**src/rtl/wmm_pkg.sv**
```systemverilog
// Shared types and constants for the Winograd matrix multiplier.
// Used by wmm_mac, winograd_matrix_multiply_top and the testbench; depends on nothing.
package wmm_pkg;

  localparam int MAX_DIM_DEFAULT = 8;
  localparam int DATA_W          = 16;
  localparam int SUM_W           = 17;
  localparam int ACC_W           = 32;
  localparam int CFG_W           = 4;

  typedef enum logic [1:0] {
    OP_LOAD_A  = 2'd0,
    OP_LOAD_B  = 2'd1,
    OP_COMPUTE = 2'd2,
    OP_NONE    = 2'd3
  } op_t;

  typedef enum logic [1:0] {
    CFG_ROWS_FIRST  = 2'd0,
    CFG_INNER_SIZE  = 2'd1,
    CFG_COLS_SECOND = 2'd2,
    CFG_UNUSED      = 2'd3
  } cfg_idx_t;

  typedef enum logic [2:0] {
    ST_IDLE,
    ST_INIT,
    ST_RD0,
    ST_RD1,
    ST_MUL,
    ST_ACC,
    ST_FIN
  } state_t;

  typedef enum logic [1:0] {
    PH_ROW,
    PH_COL,
    PH_ENT
  } phase_t;

  // Operand formation for the shared multiplier.
  typedef enum logic [1:0] {
    MODE_A_ONLY,
    MODE_B_ONLY,
    MODE_PAIR_SUM,
    MODE_TAIL
  } mac_mode_t;

  typedef struct packed {
    mac_mode_t mode;
    logic      load_x;
    logic      load_prod;
    logic      acc_init;
    logic      acc_add;
  } mac_ctrl_t;

endpackage

```
**src/rtl/wmm_ram.sv**
```systemverilog
// Generic single-port RAM with registered read data.
// No dependencies.
module wmm_ram #(
  parameter int WIDTH = 16,
  parameter int DEPTH = 64
) (
  input  logic                     clk,
  input  logic                     we,
  input  logic [$clog2(DEPTH)-1:0] addr,
  input  logic [WIDTH-1:0]         wdata,
  output logic [WIDTH-1:0]         rdata
);

  logic [WIDTH-1:0] mem [DEPTH];

  always_ff @(posedge clk) begin
    if (we) begin
      mem[addr] <= wdata;
    end
    rdata <= mem[addr];
  end

endmodule

```
**src/rtl/wmm_mac.sv**
```systemverilog
// Shared multiply-accumulate unit: operand formation, one 17x17 multiplier,
// a product register and a 32-bit wrapping accumulator. Depends on wmm_pkg.
module wmm_mac
  import wmm_pkg::*;
(
  input  logic                     clk,
  input  mac_ctrl_t                ctrl,
  input  logic signed [DATA_W-1:0] a_data,
  input  logic signed [DATA_W-1:0] b_data,
  input  logic signed [ACC_W-1:0]  init_value,
  output logic signed [ACC_W-1:0]  acc
);

  logic signed [SUM_W-1:0]   a_ext;
  logic signed [SUM_W-1:0]   b_ext;
  logic signed [SUM_W-1:0]   x_sel;
  logic signed [SUM_W-1:0]   y_sel;
  logic signed [SUM_W-1:0]   x;
  logic signed [2*SUM_W-1:0] full;
  logic signed [ACC_W-1:0]   prod;

  assign a_ext = {a_data[DATA_W-1], a_data};
  assign b_ext = {b_data[DATA_W-1], b_data};

  // In tail mode the first operand comes from the first matrix and the
  // second from the second matrix; both are read at the same address twice.
  always_comb begin
    unique case (ctrl.mode)
      MODE_A_ONLY: begin
        x_sel = a_ext;
        y_sel = a_ext;
      end
      MODE_B_ONLY: begin
        x_sel = b_ext;
        y_sel = b_ext;
      end
      MODE_PAIR_SUM: begin
        x_sel = a_ext + b_ext;
        y_sel = a_ext + b_ext;
      end
      default: begin
        x_sel = a_ext;
        y_sel = b_ext;
      end
    endcase
  end

  assign full = x * y_sel;

  always_ff @(posedge clk) begin
    if (ctrl.load_x) begin
      x <= x_sel;
    end
    if (ctrl.load_prod) begin
      prod <= full[ACC_W-1:0];
    end
    if (ctrl.acc_init) begin
      acc <= init_value;
    end else if (ctrl.acc_add) begin
      acc <= acc + prod;
    end
  end

endmodule

```
**src/rtl/winograd_matrix_multiply_top.sv**
```systemverilog
// Winograd inner-product matrix multiplier, top level; depends on wmm_pkg, wmm_ram, wmm_mac.
// A compute beat keeps busy high while every term passes through the single read port
// per matrix and the shared multiplier. Each result is registered from its entry's final
// state. Synchronous reset returns the sequencer to idle and the dimensions to 8.
module winograd_matrix_multiply_top
  import wmm_pkg::*;
#(
  parameter int MAX_DIM = MAX_DIM_DEFAULT
) (
  input  logic                    clk,
  input  logic                    rst,
  input  logic                    start,
  output logic                    busy,
  input  logic [1:0]              operation,
  input  logic [2:0]              row,
  input  logic [2:0]              col,
  input  logic signed [DATA_W-1:0] value,
  input  logic                    cfg_we,
  input  logic [1:0]              cfg_index,
  input  logic [CFG_W-1:0]        cfg_data,
  output logic                    done,
  output logic [2:0]              out_row,
  output logic [2:0]              out_col,
  output logic signed [ACC_W-1:0] product,
  output logic                    last
);

  localparam int IDX_W  = $clog2(MAX_DIM);
  localparam int ADDR_W = $clog2(MAX_DIM * MAX_DIM);
  localparam int DIM_W  = $clog2(MAX_DIM + 1);
  localparam int K_W    = (MAX_DIM / 2 > 1) ? $clog2(MAX_DIM / 2) : 1;

  state_t state;
  state_t state_next;
  phase_t phase;

  logic [CFG_W-1:0] rows_first;
  logic [CFG_W-1:0] inner_size;
  logic [CFG_W-1:0] cols_second;
  logic [DIM_W-1:0] n_dim;
  logic [DIM_W-1:0] mid_dim;
  logic [DIM_W-1:0] m_dim;
  logic [DIM_W-1:0] half;

  logic [IDX_W-1:0] i_cnt;
  logic [IDX_W-1:0] j_cnt;
  logic [K_W-1:0]   k_cnt;
  logic             tail;

  logic             accept;
  logic             load_ok;
  logic [ADDR_W-1:0] ld_addr;
  logic [ADDR_W-1:0] a_addr;
  logic [ADDR_W-1:0] b_addr;
  logic [IDX_W-1:0] e0;
  logic [IDX_W-1:0] e1;
  logic [IDX_W-1:0] t_idx;
  logic [IDX_W-1:0] a_col;
  logic [IDX_W-1:0] b_row;
  logic             pair_last;
  logic             i_last;
  logic             j_last;
  logic             add_tail;

  logic                     a_we;
  logic                     b_we;
  logic signed [DATA_W-1:0] a_rdata;
  logic signed [DATA_W-1:0] b_rdata;

  logic signed [ACC_W-1:0] row_terms [MAX_DIM];
  logic signed [ACC_W-1:0] col_terms [MAX_DIM];
  logic signed [ACC_W-1:0] init_value;
  logic signed [ACC_W-1:0] acc;
  mac_ctrl_t               mac_ctrl;

  // Configuration registers.
  always_ff @(posedge clk) begin
    if (rst) begin
      rows_first  <= CFG_W'(8);
      inner_size  <= CFG_W'(8);
      cols_second <= CFG_W'(8);
    end else if (cfg_we) begin
      unique case (cfg_idx_t'(cfg_index))
        CFG_ROWS_FIRST:  rows_first  <= cfg_data;
        CFG_INNER_SIZE:  inner_size  <= cfg_data;
        CFG_COLS_SECOND: cols_second <= cfg_data;
        default: ;
      endcase
    end
  end

  // Zero reads as one, anything above the storage size as the storage size.
  always_comb begin
    if (rows_first == '0) n_dim = DIM_W'(1);
    else if (32'(rows_first) > MAX_DIM) n_dim = DIM_W'(MAX_DIM);
    else n_dim = DIM_W'(rows_first);
    if (inner_size == '0) mid_dim = DIM_W'(1);
    else if (32'(inner_size) > MAX_DIM) mid_dim = DIM_W'(MAX_DIM);
    else mid_dim = DIM_W'(inner_size);
    if (cols_second == '0) m_dim = DIM_W'(1);
    else if (32'(cols_second) > MAX_DIM) m_dim = DIM_W'(MAX_DIM);
    else m_dim = DIM_W'(cols_second);
  end

  assign half = mid_dim >> 1;

  assign busy    = (state != ST_IDLE);
  assign accept  = start && !busy;
  assign load_ok = (32'(row) < MAX_DIM) && (32'(col) < MAX_DIM);
  assign ld_addr = ADDR_W'(32'(row) * MAX_DIM + 32'(col));
  assign a_we    = accept && (op_t'(operation) == OP_LOAD_A) && load_ok;
  assign b_we    = accept && (op_t'(operation) == OP_LOAD_B) && load_ok;

  // Element indices for the current term.
  assign e0    = IDX_W'({k_cnt, 1'b0});
  assign e1    = e0 | IDX_W'(1);
  assign t_idx = IDX_W'(mid_dim - DIM_W'(1));

  always_comb begin
    if (tail) begin
      a_col = t_idx;
      b_row = t_idx;
    end else begin
      a_col = (state == ST_RD0) ? e0 : e1;
      if (phase == PH_COL) b_row = (state == ST_RD0) ? e0 : e1;
      else b_row = (state == ST_RD0) ? e1 : e0;
    end
  end

  assign a_addr = busy ? ADDR_W'(32'(i_cnt) * MAX_DIM + 32'(a_col)) : ld_addr;
  assign b_addr = busy ? ADDR_W'(32'(b_row) * MAX_DIM + 32'(j_cnt)) : ld_addr;

  wmm_ram #(
    .WIDTH(DATA_W),
    .DEPTH(MAX_DIM * MAX_DIM)
  ) u_first_matrix (
    .clk  (clk),
    .we   (a_we),
    .addr (a_addr),
    .wdata(value),
    .rdata(a_rdata)
  );

  wmm_ram #(
    .WIDTH(DATA_W),
    .DEPTH(MAX_DIM * MAX_DIM)
  ) u_second_matrix (
    .clk  (clk),
    .we   (b_we),
    .addr (b_addr),
    .wdata(value),
    .rdata(b_rdata)
  );

  assign init_value = (phase == PH_ENT) ?
                      (ACC_W'(0) - row_terms[i_cnt] - col_terms[j_cnt]) : '0;

  wmm_mac u_mac (
    .clk       (clk),
    .ctrl      (mac_ctrl),
    .a_data    (a_rdata),
    .b_data    (b_rdata),
    .init_value(init_value),
    .acc       (acc)
  );

  assign pair_last = ((DIM_W'(k_cnt) + DIM_W'(1)) == half);
  assign i_last    = (i_cnt == IDX_W'(n_dim - DIM_W'(1)));
  assign j_last    = (j_cnt == IDX_W'(m_dim - DIM_W'(1)));
  assign add_tail  = (phase == PH_ENT) && mid_dim[0];

  always_ff @(posedge clk) begin
    if (rst) begin
      state <= ST_IDLE;
    end else begin
      state <= state_next;
    end
  end

  always_comb begin
    state_next     = state;
    mac_ctrl.load_x    = 1'b0;
    mac_ctrl.load_prod = 1'b0;
    mac_ctrl.acc_init  = 1'b0;
    mac_ctrl.acc_add   = 1'b0;
    if (phase == PH_ROW) mac_ctrl.mode = MODE_A_ONLY;
    else if (phase == PH_COL) mac_ctrl.mode = MODE_B_ONLY;
    else if (tail) mac_ctrl.mode = MODE_TAIL;
    else mac_ctrl.mode = MODE_PAIR_SUM;
    unique case (state)
      ST_IDLE: begin
        if (accept && op_t'(operation) == OP_COMPUTE) state_next = ST_INIT;
      end
      ST_INIT: begin
        mac_ctrl.acc_init = 1'b1;
        // With no pairs the factor is zero and only an entry's tail remains.
        if (half == '0 && phase != PH_ENT) state_next = ST_FIN;
        else state_next = ST_RD0;
      end
      ST_RD0: begin
        state_next = ST_RD1;
      end
      ST_RD1: begin
        mac_ctrl.load_x = 1'b1;
        state_next = ST_MUL;
      end
      ST_MUL: begin
        mac_ctrl.load_prod = 1'b1;
        state_next = ST_ACC;
      end
      ST_ACC: begin
        mac_ctrl.acc_add = 1'b1;
        if (!tail && (!pair_last || add_tail)) state_next = ST_RD0;
        else state_next = ST_FIN;
      end
      ST_FIN: begin
        if (phase == PH_ENT && i_last && j_last) state_next = ST_IDLE;
        else state_next = ST_INIT;
      end
      default: state_next = ST_IDLE;
    endcase
  end

  // Loop counters and phase.
  always_ff @(posedge clk) begin
    if (rst) begin
      phase <= PH_ROW;
      i_cnt <= '0;
      j_cnt <= '0;
      k_cnt <= '0;
      tail  <= 1'b0;
    end else begin
      case (state)
        ST_IDLE: begin
          if (accept && op_t'(operation) == OP_COMPUTE) begin
            phase <= PH_ROW;
            i_cnt <= '0;
            j_cnt <= '0;
          end
        end
        ST_INIT: begin
          k_cnt <= '0;
          tail  <= (half == '0);
        end
        ST_ACC: begin
          if (!tail && !pair_last) k_cnt <= k_cnt + K_W'(1);
          else if (!tail && add_tail) tail <= 1'b1;
        end
        ST_FIN: begin
          if (phase == PH_ROW) begin
            if (i_last) begin
              phase <= PH_COL;
              j_cnt <= '0;
            end else begin
              i_cnt <= i_cnt + IDX_W'(1);
            end
          end else if (phase == PH_COL) begin
            if (j_last) begin
              phase <= PH_ENT;
              i_cnt <= '0;
              j_cnt <= '0;
            end else begin
              j_cnt <= j_cnt + IDX_W'(1);
            end
          end else begin
            if (j_last) begin
              j_cnt <= '0;
              if (!i_last) i_cnt <= i_cnt + IDX_W'(1);
            end else begin
              j_cnt <= j_cnt + IDX_W'(1);
            end
          end
        end
        default: ;
      endcase
    end
  end

  // Factor storage; each compute rewrites every factor before it is read.
  always_ff @(posedge clk) begin
    if (state == ST_FIN && phase == PH_ROW) row_terms[i_cnt] <= acc;
    if (state == ST_FIN && phase == PH_COL) col_terms[j_cnt] <= acc;
  end

  // Result beat register.
  always_ff @(posedge clk) begin
    if (rst) begin
      done <= 1'b0;
    end else begin
      done <= (state == ST_FIN) && (phase == PH_ENT);
    end
  end

  always_ff @(posedge clk) begin
    if (state == ST_FIN && phase == PH_ENT) begin
      out_row <= 3'(i_cnt);
      out_col <= 3'(j_cnt);
      product <= acc;
      last    <= i_last && j_last;
    end
  end

endmodule

```
**config.mk**
```make
export PLATFORM = sky130hd
export DESIGN_NAME = winograd_matrix_multiply_top
export DESIGN_NICKNAME = d
export VERILOG_FILES = /design/src/rtl/wmm_pkg.sv /design/src/rtl/wmm_ram.sv /design/src/rtl/wmm_mac.sv /design/src/rtl/winograd_matrix_multiply_top.sv
export SDC_FILE = /design/constraint.sdc
export NUM_CORES = 2
export LEC_CHECK = 0
export ABC_AREA = 1
export BUFFER_PORTS_ARGS = -buffer_cell sky130_fd_sc_hd__buf_2
export CAP_MARGIN = 20
export CORE_MARGIN = 2
export CORE_UTILIZATION = 45
export DETAILED_ROUTE_END_ITERATION = 10
export GPL_TIMING_DRIVEN = 0
export RECOVER_POWER = 25
export SYNTH_ARGS = -nofsm -noshare
export SYNTH_HDL_FRONTEND = slang
export SYNTH_HIERARCHICAL = 1
export SYNTH_SLANG_ARGS = --single-unit
```
**constraint.sdc**
```tcl
create_clock -name clk -period 9 [get_ports clk]
set_input_delay 1.35 -clock clk [delete_from_list [all_inputs] [get_ports clk]]
set_output_delay 1.35 -clock clk [all_outputs]
set_load 0.02 [all_outputs]
```
# [Word-level counts from Yosys, hierarchy flattened]
# Memories as Yosys holds them, arrays and structs flattened. A register that Yosys moved wholly into a read port is not among the register bits.
# Cells that the tools add are included.
[classes] n_mul=1 n_mux=64 magnitude_cmp=3 eq_ne=25 add_sub_neg=14 reduce_logical=40
[ops] cell="two-way mux 32 bit" n=3
[ops] cell="one-hot mux 17 bit (2 select lines)" n=2
[ops] cell="two-way mux 3 bit" n=22
[ops] cell="adder 32 bit" n=1
[ops] cell="multiplier 17 x 17 -> 32 bit" n=1
[ops] cell="subtractor 1 x 32 -> 32 bit (first input constant)" n=1
[ops] cell="subtractor 32 bit" n=1
[ops] cell="one-hot mux 3 bit (7 select lines)" n=1
[ops] cell="two-way mux 1 bit" n=19
[ops] cell="adder 6 x 3 -> 6 bit" n=3
[ops] cell="adder 16 x 16 -> 17 bit" n=1
[ops] cell="logical NOT 4 bit" n=4
[ops] cell="two-way mux 2 bit" n=8
[ops] cell="logical AND 1 bit" n=15
[ops] cell="> comparator 4 bit (second input constant)" n=3
[ops] cell="two-way mux 6 bit" n=2
[ops] cell="one-hot mux 3 bit (2 select lines)" n=2
[ops] cell="inequality test 2 bit (second input constant)" n=5
[ops] cell="== test 3 bit" n=3
[ops] cell="== test 3 bit (second input constant)" n=3
[ops] cell="inequality test 3 bit (second input constant)" n=3
[ops] cell="AND reduction 3 bit" n=3
[ops] cell="subtractor 3 x 1 -> 3 bit (second input constant)" n=3
[ops] cell="== test 2 x 1 -> 1 bit (second input constant)" n=4
[ops] cell="17 further kinds" n=34
[word_totals] out_inout_bits=41 in_bits=34 regBits=147 n_memories=4 wordCells=168 ramBits=2560
[mem_list] name="u_first_matrix.mem" words=64 width=16 read_ports=1 rd_ports_with_merged_regs=1 wr=1 line_no="wmm_ram.sv:14" text="logic [WIDTH-1:0] mem [DEPTH];"
[mem_list] name="u_second_matrix.mem" words=64 width=16 read_ports=1 rd_ports_with_merged_regs=1 wr=1 line_no="wmm_ram.sv:14"
[mem_list] name="col_terms" words=8 width=32 read_ports=1 rd_ports_with_merged_regs=1 wr=1 line_no="winograd_matrix_multiply_top.sv:71" text="logic signed [ACC_W-1:0] col_terms [MAX_DIM];"
[mem_list] name="row_terms" words=8 width=32 read_ports=1 rd_ports_with_merged_regs=1 wr=1 line_no="winograd_matrix_multiply_top.sv:70" text="logic signed [ACC_W-1:0] row_terms [MAX_DIM];"

# [Logic depth before layout (Yosys ltp)]
[depth] ltp_word=12 ltp_mapped=40 mapped_depth_nobuf=40

# [Cells and area by module]
# Netlist, hierarchy kept.
[modules_own_cells] module="wmm_ram" area_per_inst_um2=43569.3 cells_per_inst=4256 instances=2 seq_area_each_um2=31069.8
[modules_own_cells] module="winograd_matrix_multiply_top" area_per_inst_um2=24845.1 cells_per_inst=2089 instances=1 seq_area_each_um2=17206.5
[modules_own_cells] module="wmm_mac" area_per_inst_um2=16530.9 cells_per_inst=2036 instances=1 seq_area_each_um2=2432.3

# [Worst setup path after synthesis]
# No wires, ideal clock.
[synth_timing] kind="reg-to-reg" startpoint="register tail" endpoint="register u_mac.prod[31], data pin" setup_time_ns=0.249 setup_slack_ns=1.994 t_required_ns=8.751 t_arrival_ns=6.757 synth_period_minus_slack_ns=7.006 path_buffers=2 stages_incl_launch_ff=36 path_cell_list="dfxtp_1 -> inv_1 -> o21ai_0 -> inv_1 -> ha_1 -> buf_4 -> nor2_4 -> buf_2 -> a22oi_1 -> nand2_1 -> clkinv_1 -> nor2_1 -> inv_1 -> fa_1 -> inv_1 -> fa_1 -> inv_1 -> fa_1 -> inv_1 -> fa_1 -> fa_1 -> inv_1 -> fa_1 -> inv_1 -> ha_1 -> a21oi_1 -> inv_1 -> a31oi_1 -> o21ai_0 -> nand2_1 -> o2111ai_1 -> xor2_1 -> inv_1 -> nand3_1 -> nand2_1 -> inv_1"
[synth_lines] element="start: declaration" line_no="winograd_matrix_multiply_top.sv:48" text="logic tail;"
[synth_lines] element="start signal: assignment" line_no="winograd_matrix_multiply_top.sv:243" text="tail <= (half == '0);"
[synth_lines] element="end signal: assignment" line_no="wmm_mac.sv:55" text="prod <= full[ACC_W-1:0];"
[synth_lines] element="end: declaration" line_no="wmm_mac.sv:20" text="logic signed [ACC_W-1:0] prod;"

==> implementation parameters <==
Parameter                              Value

STA
  Fin crit period ... 8.518 ns
  Achievable Freq ... 117.4 MHz
  Final-report max-slew violation count ... 1488
  Count of final setup violators ... 0
  Fraction of the cycle the final worst path needs ... 0.9464
  Slew HR ... -2.544
  Setup repair after global routing missed its margin ... false
  Slew @ Worst Pin ... 5.316 ns
  Setup TNS Final ... 0 ns
  Number of hold violations in the final report ... 0
  Setup Skew ... 0.08544 ns

Drt
  Routed wire length on met2 ... 187100 microns
  Initial drt markers ... 10200
  Routed vias/inst ... 5.390
  Remaining design rule violation count ... 0
  Top routing layer in use ... met5
  Final Routed Wirelength ... 408200 microns
  Met3 WL ... 34810 microns
  Initial DRT Pass Iterations ... 6
  Metal1 wirelength ... 169000 microns
  Antenna-violating nets left ... 0
  Vias after detailed routing ... 92800
  Per-cell routed wire length ... 23.71 microns

Global routing
  Vias in the first global route ... 89110
  Number of antenna violations at the first check in global routing ... 23
  Overall fraction of global-route tracks in use ... 0.2766
  Global route overflow ... 0
  Largest net degree at the start of global routing ... 97
  First-pass GRT wire length ... 593200 microns

Job
  Max-cap viol count ... 25

Status
  Violated checks ... max-capacitance violations, max-slew violations
  Run status ... finished, violations left

Placed design
  Detailed-placement wirelength estimate ... 289000 microns
  IO buf count ... 74
  Final estimated routing congestion in global placement ... 0.9764

Clock tree
  Clk sinks ... 2745
  Maximum root-to-sink buffer count ... 4
  Number of CTS-inserted buffers ... 301
  Hold-fix buffers, CTS ... 0
  Clock Pin Slew Worst Setup and Hold Paths ... 0.06 ns
  Clk Latency, worst-skew pair ... 0.94 ns
  TritonCTS clock tree ... done
  Clk Tree Root Cell ... clkbuf_16
  H-tree Lvls ... 5

Die
  Effective utilization at floorplan ... 0.4514
  I/O pin count ... 75
  Die extent in x ... 538.4 microns
  Core Footprint ... 0.2847 sq mm
  Die Y-Extent ... 538.4 microns
  Die area ... 0.2899 sq mm
  Floorplan row count ... 196

Layout
  Commonest non-fill, non-tap cells in the layout ... 6256 x nand2_1, 2680 x edfxtp_1, 655 x nor2_1
  Leading cell type in the layout, fill and taps excluded ... nand2_1
  # nets final ... 13720
  Share of final-layout standard cells stronger than drive strength 1 ... 0.09365
  Area added between synthesis and finish ... 14.04%

Yosys
  Proportion of synthesized chip area in sequential cells ... 0.6363
  Number of unique standard cell types used by synthesis ... 61
  Mean cell area of the mapped netlist ... 10.17 sq um
  Yosys warning total ... 6
  Number of synthesized flops with an enable pin ... 2680
  Share of synthesized flip-flops with an asynchronous set or reset ... 0
  Post-synthesis instance total ... 12640
  Netlist area before placement ... 0.1285 sq mm
  Number of flip-flops and latches in the synthesized netlist ... 2745
  Most instantiated flip-flop cell in the synthesis netlist ... edfxtp_1
  Synthesized net count ... 13160

Worst setup path
  Timing startpoint of the critical path ... tail
  Critical Path Slowest Stage Cell ... fa_1
  Class of the most critical setup path ... flop to flop
  Worst reg-to-reg path cell count ... 35
  Startpoint types ... flop
  Largest stage delay on the critical path ... 0.53 ns
  Endpoint class of the critical path ... flop
  Beginning of the worst register-to-register path ... tail
  Data arrival time of the critical path ... 9.11 ns
  Worst-path maximum fanout ... 10
  Data required time at the worst endpoint ... 9.59 ns
  Crit path top cell by count ... inv_1

Hold path
  Path type of the worst min-delay path ... flop to flop
  Hold Crit Start ... cols_second[0]
  Number of cells on the worst hold path ... 2
[cell usage after synthesis (4+ instances only)]
master       n  area, sq um
a21o_1       8        60.06
a21oi_1    191        955.9
a21oi_2      7        61.31
a22oi_1      5        37.54
a31oi_1     12        75.07
buf_1       34        127.6
buf_2      253         1266
buf_4       34        255.2
buf_6       20        225.2
clkbuf_1   221        829.6
clkinv_1     7        26.28
dfxtp_1     65         1301
edfxtp_1  2680        80480
fa_1       285         5705
ha_1       199         2490
inv_1      576         2162
inv_2       35        131.4
inv_4        4        25.02
nand2_1   6259        23490
nand2_2     14        87.58
nand3_1    122        610.6
nand3_2      7        70.07
nand3b_1     4        30.03
nand4_1     22        137.6
nor2_1     788         2958
nor2_2       4        25.02
nor2_4       5        56.30
nor3_1      33        165.2
nor3_4      14        227.7
nor4_1       7        43.79
o211ai_1    15        112.6
o21a_1       9        67.56
o21ai_0    403         2017
o21ai_1     33        165.2
o21ai_2      8        70.07
o21bai_1     8        60.06
o221ai_1    63        551.8
o22ai_1     62        387.9
or2_0        4        25.02
or2_1       12        75.07
or2_2       26        162.7
xnor2_1     21        183.9
xor2_1      29        254.0
[worst max-delay path, delay by kind of cell (launching register included)]
family          cells  cell delay (ns)
flops               1             0.43
simple gates        6             1.04
buf+inv            14             1.69
fa+ha+maj           8             3.56
xor+xnor            1             0.24
compound gates      6             1.21
[metal layers]
layer	vias to the layer above	global-route usage
met5	-	0
met4	6	0.1088
met3	772	0.04664
met2	4075	0.4372
met1	45340	0.3820
li1	42610	-
[layout make-up]
type | count | area (sq um)
antenna | 13 | 32.53
buffer | 562 | 2706
clock buffer | 365 | 7838
clock inverter | 179 | 1615
fill | 25190 | 138200
inverter | 622 | 2351
multi-input combinational | 8708 | 42180
sequential | 2745 | 81780
tap | 3762 | 4707
timing repair buffer | 262 | 3346
[sequential cells by signal (all words and copies together) (netlist names), 17 cells and up, named ones only]
name                 flops
row_terms              256
product                 32
u_mac/prod              32
u_mac/x                 17
u_mac/acc               32
u_first_matrix/mem    1024
col_terms              256
u_second_matrix/mem   1024
[what timing repair did]
item / 4_1_cts / 5_1_grt
setup buffers: 0 / 2
resized for setup: 11 / 13
endpoints found under the setup margin: 2 / 5
[final timing paths]
kind	end	slack, ns
max	u_mac/prod[31]	0.48
min	cols_second[0]	0.48
max reg2reg	u_mac/prod[31]	0.48
min reg2reg	cols_second[0]	0.48
[metrics by stage]
stage | utilization | std cells | area [sq um] | hold WS [ns] | worst slack, ns
after floorplan | - | 12640 | 128500 | 0.4288 | 1.994
after global placement | 0.4692 | 16470 | 133600 | 0.4663 | -0.6486
after detailed placement | 0.4823 | 16660 | 137300 | 0.4750 | -0.6656
after CTS | 0.5156 | 17200 | 146800 | 0.4837 | 0.08548
after global routing | 0.5147 | 17210 | 146500 | 0.5116 | 0.05254
final | 0.5147 | 17220 | 146600 | 0.4844 | 0.4823
[cell families after synthesis]
group | share of synthesized area
AOI/OAI and AO/OA | 0.03723
xor gates and xnor gates | 0.003408
adders and majority gates | 0.06377
buffers and inverters | 0.03928
DFF | 0.6363
muxes | 0.00007789
and+or+nand+nor | 0.2199
Power is left out: the tool's default activity adds up to more than one toggle a clock period on the data nets, which glitch-free logic cannot reach.
